### config.mk
export PLATFORM = sky130hd
export DESIGN_NAME = percent_codec_unit
export DESIGN_NICKNAME = d
export VERILOG_FILES = /design/src/hdl/pct_pkg.sv /design/src/hdl/pct_convert.sv /design/src/hdl/pct_expand.sv /design/src/hdl/percent_codec_unit.sv
export SDC_FILE = /design/constraint.sdc
export NUM_CORES = 1
export LEC_CHECK = 0
export ABC_AREA = 1
export BUFFER_PORTS_ARGS = -buffer_cell sky130_fd_sc_hd__buf_2
export CORE_MARGIN = 10
export CORE_UTILIZATION = 60
export DETAILED_ROUTE_END_ITERATION = 8
export GPL_ROUTABILITY_DRIVEN = 0
export PLACE_DENSITY = 0.81
export SLEW_MARGIN = 20
export SYNTH_ARGS = -nofsm -noshare
export SYNTH_HDL_FRONTEND = slang
export SYNTH_SLANG_ARGS = --single-unit
### constraint.sdc
create_clock -name i_clk -period 2.6 [get_ports i_clk]
set_input_delay 0.65 -clock i_clk [delete_from_list [all_inputs] [get_ports i_clk]]
set_output_delay 0.65 -clock i_clk [all_outputs]
set_load 0.01 [all_outputs]
### src/hdl/pct_pkg.sv
// Shared types, constants and helper functions of the percent codec.
// Depends on nothing; used by pct_convert, pct_expand, percent_codec_unit and the testbench.
package pct_pkg;

    localparam logic [7:0] CH_LOWER_A = 8'h61;
    localparam logic [7:0] CH_LOWER_Z = 8'h7A;
    localparam logic [7:0] CH_UPPER_A = 8'h41;
    localparam logic [7:0] CH_UPPER_Z = 8'h5A;
    localparam logic [7:0] CH_DIGIT_0 = 8'h30;
    localparam logic [7:0] CH_DIGIT_9 = 8'h39;
    localparam logic [7:0] CH_DASH    = 8'h2D;
    localparam logic [7:0] CH_DOT     = 8'h2E;
    localparam logic [7:0] CH_UNDER   = 8'h5F;
    localparam logic [7:0] CH_TILDE   = 8'h7E;
    localparam logic [7:0] CH_PERCENT = 8'h25;
    localparam logic [7:0] CH_LOWER_F = 8'h66;
    localparam logic [7:0] CH_UPPER_F = 8'h46;

    localparam int unsigned SET_SLOTS = 8;
    localparam int unsigned MAX_RES   = 3;

    localparam int unsigned CFG_IDX_W = 2;
    localparam logic [CFG_IDX_W-1:0] CFG_MODE    = 2'd0;
    localparam logic [CFG_IDX_W-1:0] CFG_EXCLUDE = 2'd1;
    localparam logic [CFG_IDX_W-1:0] CFG_INCLUDE = 2'd2;

    localparam logic MODE_ENCODE = 1'b0;
    localparam logic MODE_DECODE = 1'b1;

    typedef enum logic [1:0] {
        PH_IDLE,
        PH_PERCENT,
        PH_DIGIT
    } t_phase;

    typedef struct packed {
        t_phase     phase;
        logic [7:0] held;
    } t_state;

    typedef struct packed {
        logic [1:0]               cnt;
        logic [MAX_RES-1:0][7:0]  bytes;
        logic [MAX_RES-1:0]       lasts;
    } t_result;

    function automatic logic is_unreserved(input logic [7:0] b);
        return (b >= CH_LOWER_A && b <= CH_LOWER_Z) ||
               (b >= CH_UPPER_A && b <= CH_UPPER_Z) ||
               (b >= CH_DIGIT_0 && b <= CH_DIGIT_9) ||
               b == CH_DASH || b == CH_DOT || b == CH_UNDER || b == CH_TILDE;
    endfunction

    function automatic logic in_set(input logic [63:0] set, input logic [7:0] b);
        logic hit;
        hit = 1'b0;
        for (int k = 0; k < SET_SLOTS; k++) begin
            if (set[8*k +: 8] == b) begin
                hit = 1'b1;
            end
        end
        return hit && (b != 8'h00);
    endfunction

    function automatic logic [7:0] hex_char(input logic [3:0] v);
        if (v < 4'd10) begin
            return CH_DIGIT_0 + {4'h0, v};
        end
        return CH_UPPER_A + {4'h0, v} - 8'd10;
    endfunction

    function automatic logic [7:0] digit_value(input logic [7:0] b);
        if (b >= CH_DIGIT_0 && b <= CH_DIGIT_9) begin
            return b - CH_DIGIT_0;
        end
        if (b >= CH_LOWER_A && b <= CH_LOWER_F) begin
            return b - CH_LOWER_A + 8'd10;
        end
        if (b >= CH_UPPER_A && b <= CH_UPPER_F) begin
            return b - CH_UPPER_A + 8'd10;
        end
        return b;
    endfunction

endpackage

### src/hdl/pct_convert.sv
// Combinational conversion of one registered byte into up to three result bytes.
// Depends on pct_pkg for character constants, helper functions and types.
module pct_convert (
    input  logic [7:0]       i_byte,
    input  logic             i_last,
    input  logic             i_mode,
    input  logic [63:0]      i_exclude,
    input  logic [63:0]      i_include,
    input  pct_pkg::t_state  i_state,
    output pct_pkg::t_result o_result,
    output pct_pkg::t_state  o_state
);
    import pct_pkg::*;

    logic       w_pass;
    logic [3:0] w_hi;
    logic [7:0] w_lo;

    always_comb begin
        w_pass = (is_unreserved(i_byte) || in_set(i_exclude, i_byte)) &&
                 !in_set(i_include, i_byte);
        w_hi = 4'(digit_value(i_state.held));
        w_lo = digit_value(i_byte);

        o_result = '0;
        o_state  = i_state;

        if (i_mode == MODE_ENCODE) begin
            if (w_pass) begin
                o_result.cnt      = 2'd1;
                o_result.bytes[0] = i_byte;
                o_result.lasts[0] = i_last;
            end else begin
                o_result.cnt      = 2'd3;
                o_result.bytes[0] = CH_PERCENT;
                o_result.bytes[1] = hex_char(i_byte[7:4]);
                o_result.bytes[2] = hex_char(i_byte[3:0]);
                o_result.lasts[2] = i_last;
            end
        end else begin
            case (i_state.phase)
                PH_PERCENT: begin
                    if (i_last) begin
                        o_result.cnt      = 2'd2;
                        o_result.bytes[0] = CH_PERCENT;
                        o_result.bytes[1] = i_byte;
                        o_result.lasts[1] = 1'b1;
                        o_state.phase     = PH_IDLE;
                        o_state.held      = 8'h00;
                    end else begin
                        o_state.phase = PH_DIGIT;
                        o_state.held  = i_byte;
                    end
                end
                PH_DIGIT: begin
                    o_result.cnt      = 2'd1;
                    o_result.bytes[0] = {w_hi, 4'h0} | w_lo;
                    o_result.lasts[0] = i_last;
                    o_state.phase     = PH_IDLE;
                    o_state.held      = 8'h00;
                end
                default: begin
                    o_state.phase = PH_IDLE;
                    if (i_byte == CH_PERCENT && !i_last) begin
                        o_state.phase = PH_PERCENT;
                    end else begin
                        o_result.cnt      = 2'd1;
                        o_result.bytes[0] = i_byte;
                        o_result.lasts[0] = i_last;
                    end
                end
            endcase
        end
    end

endmodule

### src/hdl/pct_expand.sv
// Result buffer that serializes up to three bytes into the output register.
// Depends on pct_pkg for the result type.
module pct_expand (
    input  logic             i_clk,
    input  logic             i_rst_n,
    input  logic             i_load_valid,
    output logic             o_load_ready,
    input  pct_pkg::t_result i_result,
    output logic             o_m_axis_tvalid,
    input  logic             i_m_axis_tready,
    output logic [7:0]       o_m_axis_tdata,
    output logic             o_m_axis_tlast
);
    import pct_pkg::*;

    logic [1:0]              r_cnt;
    logic [MAX_RES-1:0][7:0] r_bytes;
    logic [MAX_RES-1:0]      r_lasts;
    logic                    r_out_valid;
    logic [7:0]              r_out_byte;
    logic                    r_out_last;
    logic                    w_out_load;
    logic                    w_buf_load;

    assign w_out_load   = (r_cnt != 2'd0) && (!r_out_valid || i_m_axis_tready);
    assign o_load_ready = (r_cnt == 2'd0) || ((r_cnt == 2'd1) && w_out_load);
    assign w_buf_load   = i_load_valid && o_load_ready;

    always_ff @(posedge i_clk) begin
        if (!i_rst_n) begin
            r_cnt       <= 2'd0;
            r_out_valid <= 1'b0;
        end else begin
            if (w_out_load) begin
                r_out_valid <= 1'b1;
            end else if (i_m_axis_tready) begin
                r_out_valid <= 1'b0;
            end
            if (w_buf_load) begin
                r_cnt <= i_result.cnt;
            end else if (w_out_load) begin
                r_cnt <= r_cnt - 2'd1;
            end
        end
    end

    always_ff @(posedge i_clk) begin
        if (w_out_load) begin
            r_out_byte <= r_bytes[0];
            r_out_last <= r_lasts[0];
        end
        if (w_buf_load) begin
            r_bytes <= i_result.bytes;
            r_lasts <= i_result.lasts;
        end else if (w_out_load) begin
            for (int k = 0; k < MAX_RES - 1; k++) begin
                r_bytes[k] <= r_bytes[k+1];
                r_lasts[k] <= r_lasts[k+1];
            end
        end
    end

    assign o_m_axis_tvalid = r_out_valid;
    assign o_m_axis_tdata  = r_out_byte;
    assign o_m_axis_tlast  = r_out_last;

endmodule

### src/hdl/percent_codec_unit.sv
// Top level of the percent codec: configuration, input register and escape state.
// Depends on pct_pkg, pct_convert and pct_expand.
//
//  channel   direction  item
//  s_axis    in         tdata = in_byte, tlast = in_last
//  m_axis    out        tdata = out_byte, tlast = out_last
//  cfg       in         index 0 mode, 1 exclude set, 2 include set
//
// Result bytes leave one per cycle while m_axis tready is high, set by the single-byte
// output register; passed or decoded bytes yield one result byte, encoded bytes three.
// Accepted bytes pass the input register, the result buffer and the output register in turn.
// Reset clears the configuration, the escape state and all valid flags.
// A stalled output holds the buffer; the input register then fills and tready drops.
module percent_codec_unit (
    input  logic                              i_clk,
    input  logic                              i_rst_n,
    input  logic                              i_s_axis_tvalid,
    output logic                              o_s_axis_tready,
    input  logic [7:0]                        i_s_axis_tdata,   // in_byte
    input  logic                              i_s_axis_tlast,
    output logic                              o_m_axis_tvalid,
    input  logic                              i_m_axis_tready,
    output logic [7:0]                        o_m_axis_tdata,   // out_byte
    output logic                              o_m_axis_tlast,
    input  logic                              i_cfg_valid,
    output logic                              o_cfg_ready,
    input  logic [pct_pkg::CFG_IDX_W-1:0]     i_cfg_index,
    input  logic [63:0]                       i_cfg_data
);
    import pct_pkg::*;

    logic        r_mode;
    logic [63:0] r_exclude;
    logic [63:0] r_include;
    t_state      r_state;
    logic        r_in_valid;
    logic [7:0]  r_in_byte;
    logic        r_in_last;

    t_result     w_result;
    t_state      n_state;
    logic        w_take;
    logic        w_cfg_wr;

    assign o_cfg_ready     = 1'b1;
    assign w_cfg_wr        = i_cfg_valid && o_cfg_ready;
    assign o_s_axis_tready = !r_in_valid || w_take;

    pct_convert u_convert (
        .i_byte    (r_in_byte),
        .i_last    (r_in_last),
        .i_mode    (r_mode),
        .i_exclude (r_exclude),
        .i_include (r_include),
        .i_state   (r_state),
        .o_result  (w_result),
        .o_state   (n_state)
    );

    pct_expand u_expand (
        .i_clk           (i_clk),
        .i_rst_n         (i_rst_n),
        .i_load_valid    (r_in_valid),
        .o_load_ready    (w_take),
        .i_result        (w_result),
        .o_m_axis_tvalid (o_m_axis_tvalid),
        .i_m_axis_tready (i_m_axis_tready),
        .o_m_axis_tdata  (o_m_axis_tdata),
        .o_m_axis_tlast  (o_m_axis_tlast)
    );

    always_ff @(posedge i_clk) begin
        if (!i_rst_n) begin
            r_mode     <= MODE_ENCODE;
            r_exclude  <= '0;
            r_include  <= '0;
            r_state    <= '{phase: PH_IDLE, held: 8'h00};
            r_in_valid <= 1'b0;
        end else begin
            if (w_cfg_wr && i_cfg_index == CFG_MODE) begin
                r_mode  <= i_cfg_data[0];
                r_state <= '{phase: PH_IDLE, held: 8'h00};
            end else if (r_in_valid && w_take) begin
                r_state <= n_state;
            end
            if (w_cfg_wr && i_cfg_index == CFG_EXCLUDE) begin
                r_exclude <= i_cfg_data;
            end
            if (w_cfg_wr && i_cfg_index == CFG_INCLUDE) begin
                r_include <= i_cfg_data;
            end
            if (o_s_axis_tready) begin
                r_in_valid <= i_s_axis_tvalid;
            end
        end
    end

    always_ff @(posedge i_clk) begin
        if (i_s_axis_tvalid && o_s_axis_tready) begin
            r_in_byte <= i_s_axis_tdata;
            r_in_last <= i_s_axis_tlast;
        end
    end

endmodule

==> flow_summary.toml <==
[outcome]
outcome = "finished, final reports clean"

[detailed_routing]
firstDrtPassIters = 5
drt_iter0_drc = 976
remaining_drc_errors = 0
ant_nets = 0
viasPerCell = 5.55
routed_wl_um = 26400
wl_per_cell_um = 16.4
vias = 8923

[logic_synthesis]
synthCells = 1319
syn-mean-instance-area_sq_um = 7.42
synth.yosys.seq_area_share_pct = 42.8
ys.warnings.count = 0
synth_compound_area_share_pct = 13.0
synthXorXnorAreaFrac_pct = 8.06
synth-adder-area-share_pct = 2.30
synth_top_family_by_area = "simple AND/OR/NAND/NOR gates"
yosys.area_share.simple_pct = 26.2
synth.area.mux_share_pct = 0
ys_types = 40
ys_ff_latch = 187
syn-num-nets = 1417
yosys.area.top_type_share_pct = 29.3
synth_area_sq_um = 9780
yosysTopAreaCell = "dfxtp_1"
synth_area_leaders = "dfxtp_1 29%, edfxtp_1 14%, nand2_1 10%"

[grt]
antenna_found_initial = 0
grt_pass1_vias = 8478
grt_pass1_wl_um = 42700
overflow = 0
track_usage_pct = 24.0
grt_max_degree = 131

[finish]
fillCellCount = 1332
layout.cells.non_filler = 1609
layout-drive-gt1-share_pct = 13.6
fin_nets = 1479
final_cell_mix = "261 x nand2_1, 261 x nor2_1, 146 x o21ai_0"
antenna_cells = 0
area_growth_pct = 12.9
seq_area_sq_um = 4180
multi_input_area_sq_um = 4860

[timing]
fin_crit_sh_pct = 94.9
finalHoldViolCount = 0
post-route-min-period_ps = 2470
clock_skew_ps = 9.73
max_freq_mhz = 405
max-slew-margin-rel_pct = 64.1
tightest_slew_ps = 538
setup-tns-final_ps = 0
grt_setup_unrepaired = "no"
maxSlewViolCount = 0
setup_viol = 0

[clock_tree]
post_cts_buffers = 0
cts_sinks = 187
clock_path_buffers = 2
cts_buffers = 17
cts_hold_buf = 0
h-tree-depth = 4
cts_tree = "built"
clkLatencyLatePin_ps = 440
cts-root-buf = "clkbuf_16"
clk_pin_slew_ps = 70

[worst_setup_path]
crit_fanout = 22
crit_type = "register to register"
slowest_delay_ps = 490
critPathRequiredTime_ps = 2800
cp.arrival_ps = 2670
end_kind = "register"
critPathSlowestCell = "edfxtp_1"
worstSetupStartpointType = "register"
path_cells = "buf_12 -> ha_1 -> a21oi_1 -> nand2_1 -> nand2_1 -> nand2_2 -> nand2_2 -> nand2_1 -> nand3_1 -> nand2_1 -> a21oi_1 -> nand3_1 -> nand2_1 -> inv_1"
crit_path_frequent_cell = "nand2_1"

[floorplan]
die_width_um = 148
core.rowCount = 46
start_util_pct = 61.4
die-area_sq_um = 21800
io_pins = 92
fp.dieH_um = 148
coreArea_sq_um = 15900

[worst_hold_path]
hold_class = "input port to register"

[power_and_ir_drop]
pwr_density_cell_nw_per_um2 = 763
ir_drop_uv = 555
leakagePower_nw = 4.76

[placed_design]
dp_cells = 1578
place_hpwl_um = 17500
port_buffers = 90

[flow_run]
drv_cap = 0
==> stage by stage <==
step	hold slack (ps)	area, sq um	power (W)	util, %	worst slack [ps]
4_1_cts	376	11000	0.00842	69.2	130
3_5_place_dp	415	10400	0.00566	65.2	206
6_report	375	11000	0.00843	69.3	132
5_1_grt	372	11000	0.00879	69.3	4.06
2_1_floorplan	400	9780	0.00506	-	300
3_3_place_gp	403	10400	0.00561	65.2	275
==> power by group <==
group | internal (W) | leakage, nW | total, W | switching (W)
sequential | 0.00351 | 1.60 | 0.00368 | 0.000178
combinational | 0.000719 | 2.85 | 0.00196 | 0.00124
clock | 0.00166 | 0.310 | 0.00279 | 0.00113
==> cells by family (layout without fill, tap and decap cells) <==
group	count (synthesis)	in the layout
other	1	1
buffers and inverters	163	237
xor gates and xnor gates	90	90
adders and majority gates	18	18
DFF	187	187
AOI/OAI and AO/OA	241	241
and+or+nand+nor	619	619
==> cells in the mapped netlist <==
library cell	number
nand2_1	262
o21bai_1	5
edfxtp_1	44
inv_1	79
a31oi_1	5
buf_4	13
clkinv_1	1
nor2_4	1
buf_2	8
clkbuf_1	44
conb_1	1
nand3_1	41
a211oi_1	6
nand2_4	3
nor3_2	1
nand2_2	5
buf_12	1
nor2_1	261
or2_2	10
o22ai_1	1
xor2_1	4
o211ai_1	5
o21ai_1	4
o31ai_1	1
o21ai_2	1
nand4_1	23
a21oi_1	65
inv_2	7
nor2_2	4
o211a_1	1
buf_6	9
a22oi_1	1
dfxtp_1	143
nand2_8	2
inv_4	1
or2_0	2
nor3_1	4
xnor2_1	86
ha_1	18
o21ai_0	146
==> sequential cells by signal, indices dropped and copies added, names as in the netlist <==
name,count
u_expand.o_m_axis_tdata,8
u_expand.o_m_axis_tvalid,1
u_expand.o_m_axis_tlast,1
u_expand.r_cnt,2
r_state,10
r_mode,1
r_in_byte,8
u_expand.r_lasts,3
u_expand.r_bytes,23
r_in_last,1
r_in_valid,1
r_include,64
r_exclude,64
==> final cells by class <==
cell class	count	share of cell area, %
Clock buffer	23	4.53
Clock inverter	8	1.19
Inverter	88	3.09
Multi-Input combinational cell	969	44.0
Sequential cell	187	37.9
Tap cell	216	2.45
Timing Repair Buffer	118	6.89
==> final timing paths <==
path | from | to | slack (ps) | cells past startpoint
worst max register to register | r_in_byte[5]$_DFFE_PP_ | u_expand.r_bytes[0]$_DFFE_PP_ | 130 | 14
worst min register to register | u_expand.r_bytes[1]$_DFFE_PP_ | u_expand.o_m_axis_tdata[1]$_DFFE_PP_ | 420 | 0
worst max-delay path | r_in_byte[5]$_DFFE_PP_ | u_expand.r_bytes[0]$_DFFE_PP_ | 130 | 14
worst min-delay path | i_s_axis_tdata[6] | r_in_byte[6]$_DFFE_PP_ | 380 | 1
==> timing repair <==
| item | CTS | global route |
|---|---|---|
| endpoints found under the hold margin | 0 | 0 |
| gates resized for setup | 0 | 6 |
| endpoints found under the setup margin | 0 | 9 |
==> metal layers <==
metal / track usage [%] / vias up / wire (um) / share of wire, %
met5: 0 / - / 0 / 0
met2: 40.3 / 393 / 12900 / 49
li1: - / 4359 / - / -
met4: 8.08 / 0 / 488 / 1.8
met3: 4.98 / 52 / 2000 / 7.6
met1: 30.0 / 4119 / 11000 / 42
==> worst max-delay path, delay by kind of cell, from the launching register on <==
family	cells	cell delay (ps)
buffers and inverters	2	270
flip-flops	1	490
AND/OR/NAND/NOR	9	720
AO/OA/AOI/OAI	2	480
adder cells (fa/ha/maj)	1	250
Power figures use the tool's default switching activity.
